===== src/idqs_pkg.sv =====
// Shared constants and types of the indexed deque store.
`default_nettype none

package idqs_pkg;

	localparam int DATA_W = 32;
	localparam int ACT_W  = 3;
	localparam int POS_W  = 10;
	localparam int CNT_W  = 11;
	localparam int ST_W   = 2;

	localparam logic [ACT_W-1:0] ACT_PUSH    = 3'd0;
	localparam logic [ACT_W-1:0] ACT_POP     = 3'd1;
	localparam logic [ACT_W-1:0] ACT_UNSHIFT = 3'd2;
	localparam logic [ACT_W-1:0] ACT_SHIFT   = 3'd3;
	localparam logic [ACT_W-1:0] ACT_GET     = 3'd4;

	localparam logic [ST_W-1:0] ST_OK    = 2'd0;
	localparam logic [ST_W-1:0] ST_EMPTY = 2'd1;
	localparam logic [ST_W-1:0] ST_FULL  = 2'd2;
	localparam logic [ST_W-1:0] ST_RANGE = 2'd3;

	localparam logic [DATA_W-1:0] ERR_WORD = '1;

	// Per-transaction result information that travels beside the RAM read.
	typedef struct packed {
		logic            rd;
		logic [ST_W-1:0] status;
	} info_t;

endpackage

`default_nettype wire


===== src/idqs_ctrl.sv =====
// Front pointer and count registers with action decode and RAM address generation.
`default_nettype none

module idqs_ctrl #(
	parameter int DEPTH = 1024,
	parameter int AW    = 10,
	parameter int CW    = 11
) (
	input  wire logic                           clk,
	input  wire logic                           arst_n,
	input  wire logic                           accept,
	input  wire logic [idqs_pkg::ACT_W-1:0]     action,
	input  wire logic [idqs_pkg::DATA_W-1:0]    value,
	input  wire logic [idqs_pkg::POS_W-1:0]     position,
	output logic                                mem_we,
	output logic                                mem_re,
	output logic      [AW-1:0]                  mem_addr,
	output logic      [idqs_pkg::DATA_W-1:0]    mem_wdata,
	output idqs_pkg::info_t                     info,
	output logic      [idqs_pkg::CNT_W-1:0]     count_next
);

	localparam int PW = (CW > idqs_pkg::POS_W) ? CW : idqs_pkg::POS_W;
	localparam logic [AW:0]   DEPTH_W = (AW+1)'(DEPTH);
	localparam logic [AW-1:0] LAST    = AW'(DEPTH - 1);

	logic [AW-1:0] front_q;
	logic [CW-1:0] count_q;
	logic [AW-1:0] front_nx;
	logic [CW-1:0] count_nx;
	logic [AW-1:0] off;
	logic [AW:0]   sum;
	logic [AW-1:0] slot;
	logic [AW-1:0] front_dec;
	logic [AW-1:0] front_inc;
	logic          full;
	logic          empty;
	logic          in_range;
	logic          wr;
	logic          rd;

	assign full     = (count_q == CW'(DEPTH));
	assign empty    = (count_q == '0);
	assign in_range = (PW'(position) < PW'(count_q));

	assign front_dec = (front_q == '0)   ? LAST : front_q - AW'(1);
	assign front_inc = (front_q == LAST) ? '0   : front_q + AW'(1);

	// Offset from the front; only used where it is below DEPTH.
	always_comb begin
		unique case (action)
			idqs_pkg::ACT_PUSH: off = count_q[AW-1:0];
			idqs_pkg::ACT_POP:  off = AW'(count_q - CW'(1));
			idqs_pkg::ACT_GET:  off = AW'(position);
			default:            off = '0;
		endcase
	end

	// Wrap front + offset modulo DEPTH with one compare and subtract.
	assign sum  = {1'b0, front_q} + {1'b0, off};
	assign slot = (sum >= DEPTH_W) ? AW'(sum - DEPTH_W) : sum[AW-1:0];

	always_comb begin
		wr          = 1'b0;
		rd          = 1'b0;
		mem_addr    = slot;
		info.rd     = 1'b0;
		info.status = idqs_pkg::ST_OK;
		front_nx    = front_q;
		count_nx    = count_q;
		unique case (action)
			idqs_pkg::ACT_PUSH: begin
				if (full) begin
					info.status = idqs_pkg::ST_FULL;
				end else begin
					wr       = 1'b1;
					count_nx = count_q + CW'(1);
				end
			end
			idqs_pkg::ACT_POP: begin
				if (empty) begin
					info.status = idqs_pkg::ST_EMPTY;
				end else begin
					rd       = 1'b1;
					count_nx = count_q - CW'(1);
				end
			end
			idqs_pkg::ACT_UNSHIFT: begin
				mem_addr = front_dec;
				if (full) begin
					info.status = idqs_pkg::ST_FULL;
				end else begin
					wr       = 1'b1;
					front_nx = front_dec;
					count_nx = count_q + CW'(1);
				end
			end
			idqs_pkg::ACT_SHIFT: begin
				mem_addr = front_q;
				if (empty) begin
					info.status = idqs_pkg::ST_EMPTY;
				end else begin
					rd       = 1'b1;
					front_nx = front_inc;
					count_nx = count_q - CW'(1);
				end
			end
			idqs_pkg::ACT_GET: begin
				if (!in_range) begin
					info.status = idqs_pkg::ST_RANGE;
				end else begin
					rd = 1'b1;
				end
			end
			default: begin
			end
		endcase
		info.rd = rd;
	end

	assign mem_we     = accept && wr;
	assign mem_re     = accept && rd;
	assign mem_wdata  = value;
	assign count_next = idqs_pkg::CNT_W'(count_nx);

	always_ff @(posedge clk or negedge arst_n) begin
		if (!arst_n) begin
			front_q <= '0;
			count_q <= '0;
		end else if (accept) begin
			front_q <= front_nx;
			count_q <= count_nx;
		end
	end

endmodule

`default_nettype wire


===== config.mk =====
export PLATFORM = sky130hd
export DESIGN_NAME = idqs_ctrl
export DESIGN_NICKNAME = d
export VERILOG_FILES = /design/src/idqs_pkg.sv /design/src/idqs_ctrl.sv
export SDC_FILE = /design/constraint.sdc
export NUM_CORES = 1
export LEC_CHECK = 0
export ABC_AREA = 1
export BUFFER_PORTS_ARGS = -buffer_cell sky130_fd_sc_hd__buf_4
export CORE_ASPECT_RATIO = 1.25
export CORE_MARGIN = 3
export CORE_UTILIZATION = 50
export DETAILED_ROUTE_END_ITERATION = 10
export PLACE_DENSITY_LB_ADDON = 0.15
export REMOVE_ABC_BUFFERS = 1
export SLEW_MARGIN = 40
export SYNTH_ARGS = -nofsm -noshare
export SYNTH_HDL_FRONTEND = slang
export SYNTH_SLANG_ARGS = --single-unit

===== constraint.sdc =====
create_clock -name clk -period 5.7 [get_ports clk]
set_input_delay 0.57 -clock clk [delete_from_list [all_inputs] [get_ports clk]]
set_output_delay 0.57 -clock clk [all_outputs]
set_load 0.05 [all_outputs]

* After elaboration in Yosys (flattened, before gate mapping)
Index checks and enable logic that the tools add are counted.
Word-level totals: bits in registers 21, bits of input ports 48, output and inout port bits 58, logic and storage cells 47
Cells by class: add/sub/neg operators 6, order comparisons 2, equal/unequal tests 8, multiplexer cells 20, reduce and logical (&&, ||, !) cells 9
Operators with widths (count):
- $mux W10 | 5
- $pmux W10 S2 | 2
- $pmux W10 S3 | 1
- $mux W11 | 2
- $pmux W11 S2 | 1
- $sub A10 B1 Y10 const B | 2
- $add A10 B10 Y11 | 1
- $add A11 B1 Y11 const B | 1
- $eq A11 B11 Y1 const B | 1
- $ge A11 B11 Y1 const B | 1
- $logic_not A11 Y1 | 1
- $lt A10 B11 Y1 | 1
- $sub A11 B1 Y11 const B | 1
- $add A10 B1 Y10 const B | 1
- $eq A10 B10 Y1 const B | 1
- $logic_not A10 Y1 | 1
- $eq A3 B2 Y1 const B | 2
- $pmux W2 S3 | 1
- $mux W1 | 5
- $mux W2 | 2
- $ne A2 B2 Y1 const B | 2
- $reduce_and A4 Y1 | 1
- $reduce_or A2 Y1 | 2
- $eq A3 B1 Y1 const B | 1
- 5 further kinds | 6

* Longest topological paths before layout
Gate-level depths: netlist (run 1).
depth in word-level cells 6, depth in mapped cells 17, gate-level depth less buffers 17

* Worst setup path before layout (run 1)
OpenSTA, ideal clock, no wires.
path kind register to output, from register count_q[0], to output port mem_addr[8], data arrival time 3.289 ns, data required time 5.130 ns, setup slack 1.841 ns, stages on the path, launching flop included 11, path buffers 0, cells stage by stage dfrtp_1 > clkinv_1 > ha_1 > o311ai_0 > fa_1 > nand3_1 > nand2_1 > inv_1 > o211ai_1 > nor2_1 > o21ai_0
Between the ends: word-level cells in the longest chain between the ends 6, elaborated cells between the ends (all ways) 7, classes of those cells add/sub (3); order compare (1); mux (3)
RTL lines:
- from (decl) | RTL line idqs_ctrl.sv:28 | logic [CW-1:0] count_q;
- from (signal assigned) | RTL line idqs_ctrl.sv:132 | count_q <= count_nx;
- $sub A11 B1 Y11
- $pmux W10 S3 (*) | RTL line idqs_ctrl.sv:51 | unique case (action)
- $add A10 B10 Y11 (*) | RTL line idqs_ctrl.sv:60 | assign sum = {1'b0, front_q} + {1'b0, off};
- $sub A10 B1 Y10 or $ge A11 B11 Y1 (tied branches) | RTL line idqs_ctrl.sv:61 | assign slot = (sum >= DEPTH_W) ? AW'(sum - DEPTH_W) : sum[AW-1:0];
- $mux W10 (*) | RTL line idqs_ctrl.sv:61
- $pmux W10 S2 (*) | RTL line idqs_ctrl.sv:71 | unique case (action)
- to (decl) | RTL line idqs_ctrl.sv:17 | output logic [AW-1:0] mem_addr,
Mark *: on every way between the ends. The rest lies on a longest branch, timed or not.

* Worst setup path in the final report (run 1)
from register count_q[0], to output port mem_addr[7]
Same word-level chain as after synthesis.

==> flow_summary.json, run 1 <==
{
  "slew_headroom_pct": 53.5,
  "setup-violations-final": 0,
  "crit_fanout": 8,
  "wl_um": 10300,
  "die_area_um2": 7760,
  "fin_area_um2": 3490,
  "yosysWarnings": 0,
  "vias_per_cell": 5.65,
  "grt_start_max_net_pins": 23,
  "ant_nets": 0,
  "cp-start-kind": "flip-flop",
  "ios": 106,
  "start_util_pct": 52.9,
  "ys_types": 43,
  "row_count": 32,
  "fin_nets": 578,
  "setup-tns-final_ps": 0,
  "io_buffers": 41,
  "dpl_cell_area_um2": 3450,
  "final_cells": 590,
  "fp.dieH_um": 97.7,
  "outcome": "finished clean",
  "fp.dieW_um": 79.4,
  "place_inst": 586,
  "grt-ovfl-total": 0,
  "powerDensity_nw_per_um2": 534,
  "worstPathArrival_ps": 3330,
  "worst_hold_slack_ps": 186,
  "ctsRootBufferMaster": "clkbuf_8",
  "r2r_cells": 10,
  "hold_buffers": 0,
  "cp.depth": 12,
  "r2r_start": "front_q[0]",
  "h-tree-depth": 1,
  "vias": 3333,
  "slowest_delay_ps": 640,
  "ir_drop_v": 0.000289,
  "grt_pass1_wl_um": 16400,
  "diodes": 0,
  "fin_skew_ps": 3.39,
  "synth-seq-cells": 21,
  "path_buf_inv": 2,
  "postCtsSetupBuffers": 0,
  "clkSlewWorstSetupHoldPaths_ps": 90,
  "clockBufferDepth": 2,
  "drc": 0,
  "core_um2": 6370,
  "grt_pass1_vias": 3209,
  "hp-class": "input pin to asynchronous set/reset pin",
  "post_cts_resized": 0,
  "dr.pass1.iters": 5,
  "fin_crit_sh_pct": 68.3,
  "cts_tree": "built",
  "syn_avg_cell_area_um2": 6.65,
  "crit_family": "compound AO/OA/AOI/OAI gates",
  "syn_area_um2": 3370,
  "crit_required_ps": 5130,
  "rsz0062_at_grt": "no",
  "fillerInstances": 650,
  "tightest_slew_ps": 689,
  "wl_per_cell_um": 17.4,
  "area_growth_pct": 3.79,
  "leakagePower_nw": 1.71,
  "antenna_found_initial": 0,
  "cp_slowest_cell": "o311ai_0",
  "hold_viol": 0,
  "clk_latency_ps": 270,
  "numCtsBuffers": 3,
  "fmax_ghz": 0.257,
  "ys_seq_area_share_pct": 15.6,
  "rrSetupSlack_ps": 3540,
  "dr.first_iter.drc_count": 143,
  "path_cells": "clkinv_1 > ha_1 > o311ai_0 > ha_1 > nand3_1 > nand2_1 > nand3_1 > nand2_1 > a21oi_1 > o21ai_0 > o211ai_1 > buf_4",
  "path_class": "flip-flop to primary output",
  "grt_usage_pct": 26.8,
  "cts.sinks": 21,
  "slew_viol_final": 0,
  "drv_cap": 0,
  "drive_gt1_share_pct": 19.6,
  "syn_inst": 506,
  "reg2reg_to": "front_q[5]",
  "gp_congestion": 0.906,
  "min_period_ps": 3900,
  "timing.critical_path.to_type": "primary output",
  "dp.final_hpwl_um": 8200
}
## worst reg2reg max path: stages, from the launching register on
cell     delay [ps]
dfrtp_1         490
inv_1           210
ha_1            220
nand2_1          80
nor2_1          250
nand4_1         360
nand3_1         200
nand2_1          70
o21ai_0          80
nand2_1          80
o21ai_2          50
## kinds of logic after synthesis
logic type | Yosys count | synth area share, %
flip-flops | 21 | 15.6
XOR/XNOR | 19 | 5.17
adder cells (fa/ha/maj) | 24 | 9.15
AO/OA/AOI/OAI | 89 | 16.5
buffers and inverters | 96 | 15.7
AND/OR/NAND/NOR | 257 | 37.9
## synth_stat cells, drive strengths merged
library cell | count | share of area (%)
o22ai | 1 | 0.19
clkbuf | 1 | 0.11
ha | 23 | 8.6
nand2 | 153 | 18
o221ai | 2 | 0.52
nor3b | 1 | 0.22
xor2 | 19 | 5.2
clkinv | 1 | 0.11
dfrtp | 21 | 16
inv | 49 | 5.7
nand3 | 50 | 9.1
nor2 | 37 | 6.7
a21boi | 1 | 0.22
nor3 | 7 | 1.7
fa | 1 | 0.59
nand4 | 8 | 2.4
nand3b | 1 | 0.22
o211ai | 14 | 3.3
a22oi | 7 | 1.6
o311ai | 1 | 0.26
o21ai | 38 | 6.5
buf | 45 | 9.7
a21oi | 25 | 3.9
## worst max path at each step
stage,from,end,slack (ps)
2_1_floorplan,count_q[0],mem_addr[8],1840
3_3_place_gp,action[2],mem_addr[6],2200
3_5_place_dp,action[2],mem_addr[6],2130
4_1_cts,count_q[0],mem_addr[7],1800
5_1_grt,count_q[0],mem_addr[7],1520
6_report,count_q[0],mem_addr[7],1800
## registers in the layout, indices dropped and copies added (netlist names)
signal,count
count_q,11
front_q,10
## per-layer routing
metal	track usage, %	wire length, um	up-vias
li1	-	-	1648
met1	33.7	4350	1556
met2	44.3	4940	117
met3	8.39	832	12
met4	5.69	131	0
met5	4.67	0	-
## per-stage QoR
stage               setup WS (ps)  utilization (%)  total power, mW
global placement             2200             54.2             1.74
global route                 1520             54.9             2.02
CTS                          1800             54.9             1.87
finish                       1800             54.9             1.87
floorplan                    1840                -             1.40
detailed placement           2130             54.2             1.75
## placed cells by master (no fill, tap or decap), types with 9 or more instances in the layout
cell type,Yosys,routed
nand3_1,40,40
a21oi_1,23,23
nand2_1,148,148
ha_1,23,23
buf_4,36,41
inv_1,39,39
nand3_2,9,9
o211ai_1,13,13
nor2_1,22,22
dfrtp_1,21,21
o21ai_0,28,28
xor2_1,18,18
## report_power, final
group	internal (mW)	switching (mW)
combinational	0.450	0.965
clock	0.0501	0.0614
sequential	0.207	0.131
total	0.708	1.16
## layout make-up
| cell class | count | area, um2 | area share, % |
|---|---|---|---|
| clock buffer | 4 | 45.0 | 1.29 |
| inverter | 50 | 195 | 5.59 |
| multi-input combinational | 389 | 2310 | 66.2 |
| sequential | 21 | 526 | 15.0 |
| tap | 85 | 106 | 3.04 |
| timing repair buffer | 41 | 308 | 8.81 |
Power figures use the tool's default switching activity.
==> run 2, diff against run 1 <==
CORE_UTILIZATION = 48   (was 50)
clock period = 3.2 ns   (was 5.7 ns; I/O delays follow)
==> flow_summary.json, run 2 (synthesis results as in run 1) <==
{
  "largest_reg_flops": 11,
  "io_buffers": 41,
  "pre_cts_slack_ps": -13.6,
  "dr.pass1.iters": 5,
  "setup-tns-final_ps": 0,
  "die_area_um2": 8060,
  "path_class": "flip-flop to primary output",
  "grt_pass1_wl_um": 17000,
  "cp_slowest_cell": "dfrtp_1",
  "dpl_cell_area_um2": 3500,
  "cts.sinks": 21,
  "clk_latency_ps": 280,
  "cp-start-kind": "flip-flop",
  "r2r_cells": 10,
  "antenna_found_initial": 0,
  "top_regs": "count_q x11, front_q x10",
  "global_route.usage.met3_pct": 10.1,
  "path_cells": "inv_4 > ha_4 > nand2_2 > nor2_4 > nand2_2 > xor2_2 > nand2_1 > o211ai_1 > ha_1 > inv_2 > o21ai_4 > a21oi_2 > nand2_1 > a21oi_1 > o21ai_1 > o211ai_1 > buf_4",
  "worst_hold_slack_ps": 357,
  "grt_pass1_vias": 3364,
  "fillerInstances": 671,
  "crit_end": "mem_addr[7]",
  "wl_per_cell_um": 17.9,
  "wl_um": 11100,
  "multi_input_area_um2": 2480,
  "fp.dieH_um": 99.6,
  "grt_start_max_net_pins": 23,
  "r2r_start": "front_q[0]",
  "grt-busiest-layer": "met2",
  "top_register": "count_q",
  "cp-startpoint": "count_q[0]",
  "grt.met1_usage_pct": 33.0,
  "clockBufferDepth": 2,
  "powerDensity_nw_per_um2": 986,
  "crit_fanout": 5,
  "worstPathArrival_ps": 2870,
  "grt-ovfl-total": 0,
  "cts_tree": "built",
  "start_util_pct": 50.3,
  "finalWorstSetupSlack_ps": 13.0,
  "tightest_slew_ps": 466,
  "outcome": "finished clean",
  "setup-violations-final": 0,
  "slew_headroom_pct": 68.9,
  "power_mw": 3.84,
  "vias_per_cell": 5.62,
  "fin_skew_ps": 5.80,
  "reg2reg_to": "front_q[5]",
  "drv_cap": 0,
  "fmax_ghz": 0.314,
  "dr.first_iter.drc_count": 145,
  "slowest_delay_ps": 420,
  "numCtsBuffers": 3,
  "fin_nets": 607,
  "fin_crit_sh_pct": 99.6,
  "final_cell_mix": "140 x nand2_1, 66 x buf_4, 35 x nand3_1, 34 x inv_1, 23 x o21ai_0",
  "fin_area_um2": 3900,
  "grt_usage_pct": 27.5,
  "ant_nets": 0,
  "timing.critical_path.to_type": "primary output",
  "hp-class": "input pin to flip-flop",
  "drive_gt1_share_pct": 31.3,
  "clkSlewWorstSetupHoldPaths_ps": 100,
  "vias": 3492,
  "drc": 0,
  "slew_viol_final": 0,
  "area_growth_pct": 15.8,
  "ios": 106,
  "rsz0062_at_grt": "yes",
  "crit_required_ps": 2880,
  "fp.dieW_um": 80.9,
  "final_common_cell": "nand2_1",
  "seqCellArea_um2": 528,
  "rrSetupSlack_ps": 1070,
  "grt_util_met2_pct": 45.6,
  "gp_congestion": 0.916,
  "ctsRootBufferMaster": "clkbuf_8",
  "dp.final_hpwl_um": 8510,
  "hold_viol": 0,
  "min_period_ps": 3190,
  "row_count": 33,
  "diodes": 0,
  "core_um2": 6690,
  "leakagePower_nw": 1.88,
  "ir_drop_v": 0.000540,
  "h-tree-depth": 1
}
## run 2: changes by cell type in the layout (fill, tap and decap cells not counted), moves of 6 or more
cell,previous run,this run
buf_4,41,66
nand2_1,148,140
nand2_2,4,12
a21oi_1,23,17
a21oi_2,2,8
## run 2: repair_timing
item	4_1_cts	5_1_grt
resized for setup	16	39
buffers inserted	11	10
hold endpoints to repair	21	0
hold buffers	1	0
pin swaps	12	21
endpoints found under the setup margin	5	7
## run 2: how the worst min path moves through the flow
stage	startpoint	slack [ps]	depth (start not counted)	end
after floorplan	arst_n	20	0	count_q[0]
after global placement	arst_n	240	1	front_q[2]
after detailed placement	arst_n	250	1	front_q[0]
after CTS	accept	360	2	count_q[8]
after global routing	accept	400	2	count_q[8]
final	accept	360	2	count_q[8]
## run 2: critical path: cells and delay by family, from the launching register on
family	cells	cell delay, ps
AO/OA/AOI/OAI	6	610
adder cells (fa/ha/maj)	2	500
AND/OR/NAND/NOR	5	470
buffers and inverters	3	440
flip-flops	1	420
XOR/XNOR	1	150
## run 2: area by class of cell
| cell class | count | share of cell area, % |
|---|---|---|
| flip-flops and latches | 21 | 13.6 |
| multi-input cells | 389 | 63.6 |
| inverters | 50 | 5.07 |
| well taps | 87 | 2.79 |
| repair buffers | 70 | 13.8 |
| clock buffers | 4 | 1.16 |
## run 2: routing by layer
metal	vias to the layer above	share of wire (%)
met2	136	50
li1	1703	-
met4	2	1.9
met1	1631	40
met3	20	8.7
met5	-	0.31
## run 2: where the power goes
group,internal [mW],switching (mW),total [mW]
logic,1.12,1.95,3.07
clock network,0.0895,0.112,0.202
registers,0.372,0.201,0.573
total,1.58,2.27,3.84
## run 2: metrics by stage
step | cells | utilization [%]
floorplan | 460 | -
global placement | 595 | 52.4
detailed placement | 595 | 52.4
CTS | 611 | 55.0
global route | 621 | 58.2
finish | 621 | 58.2
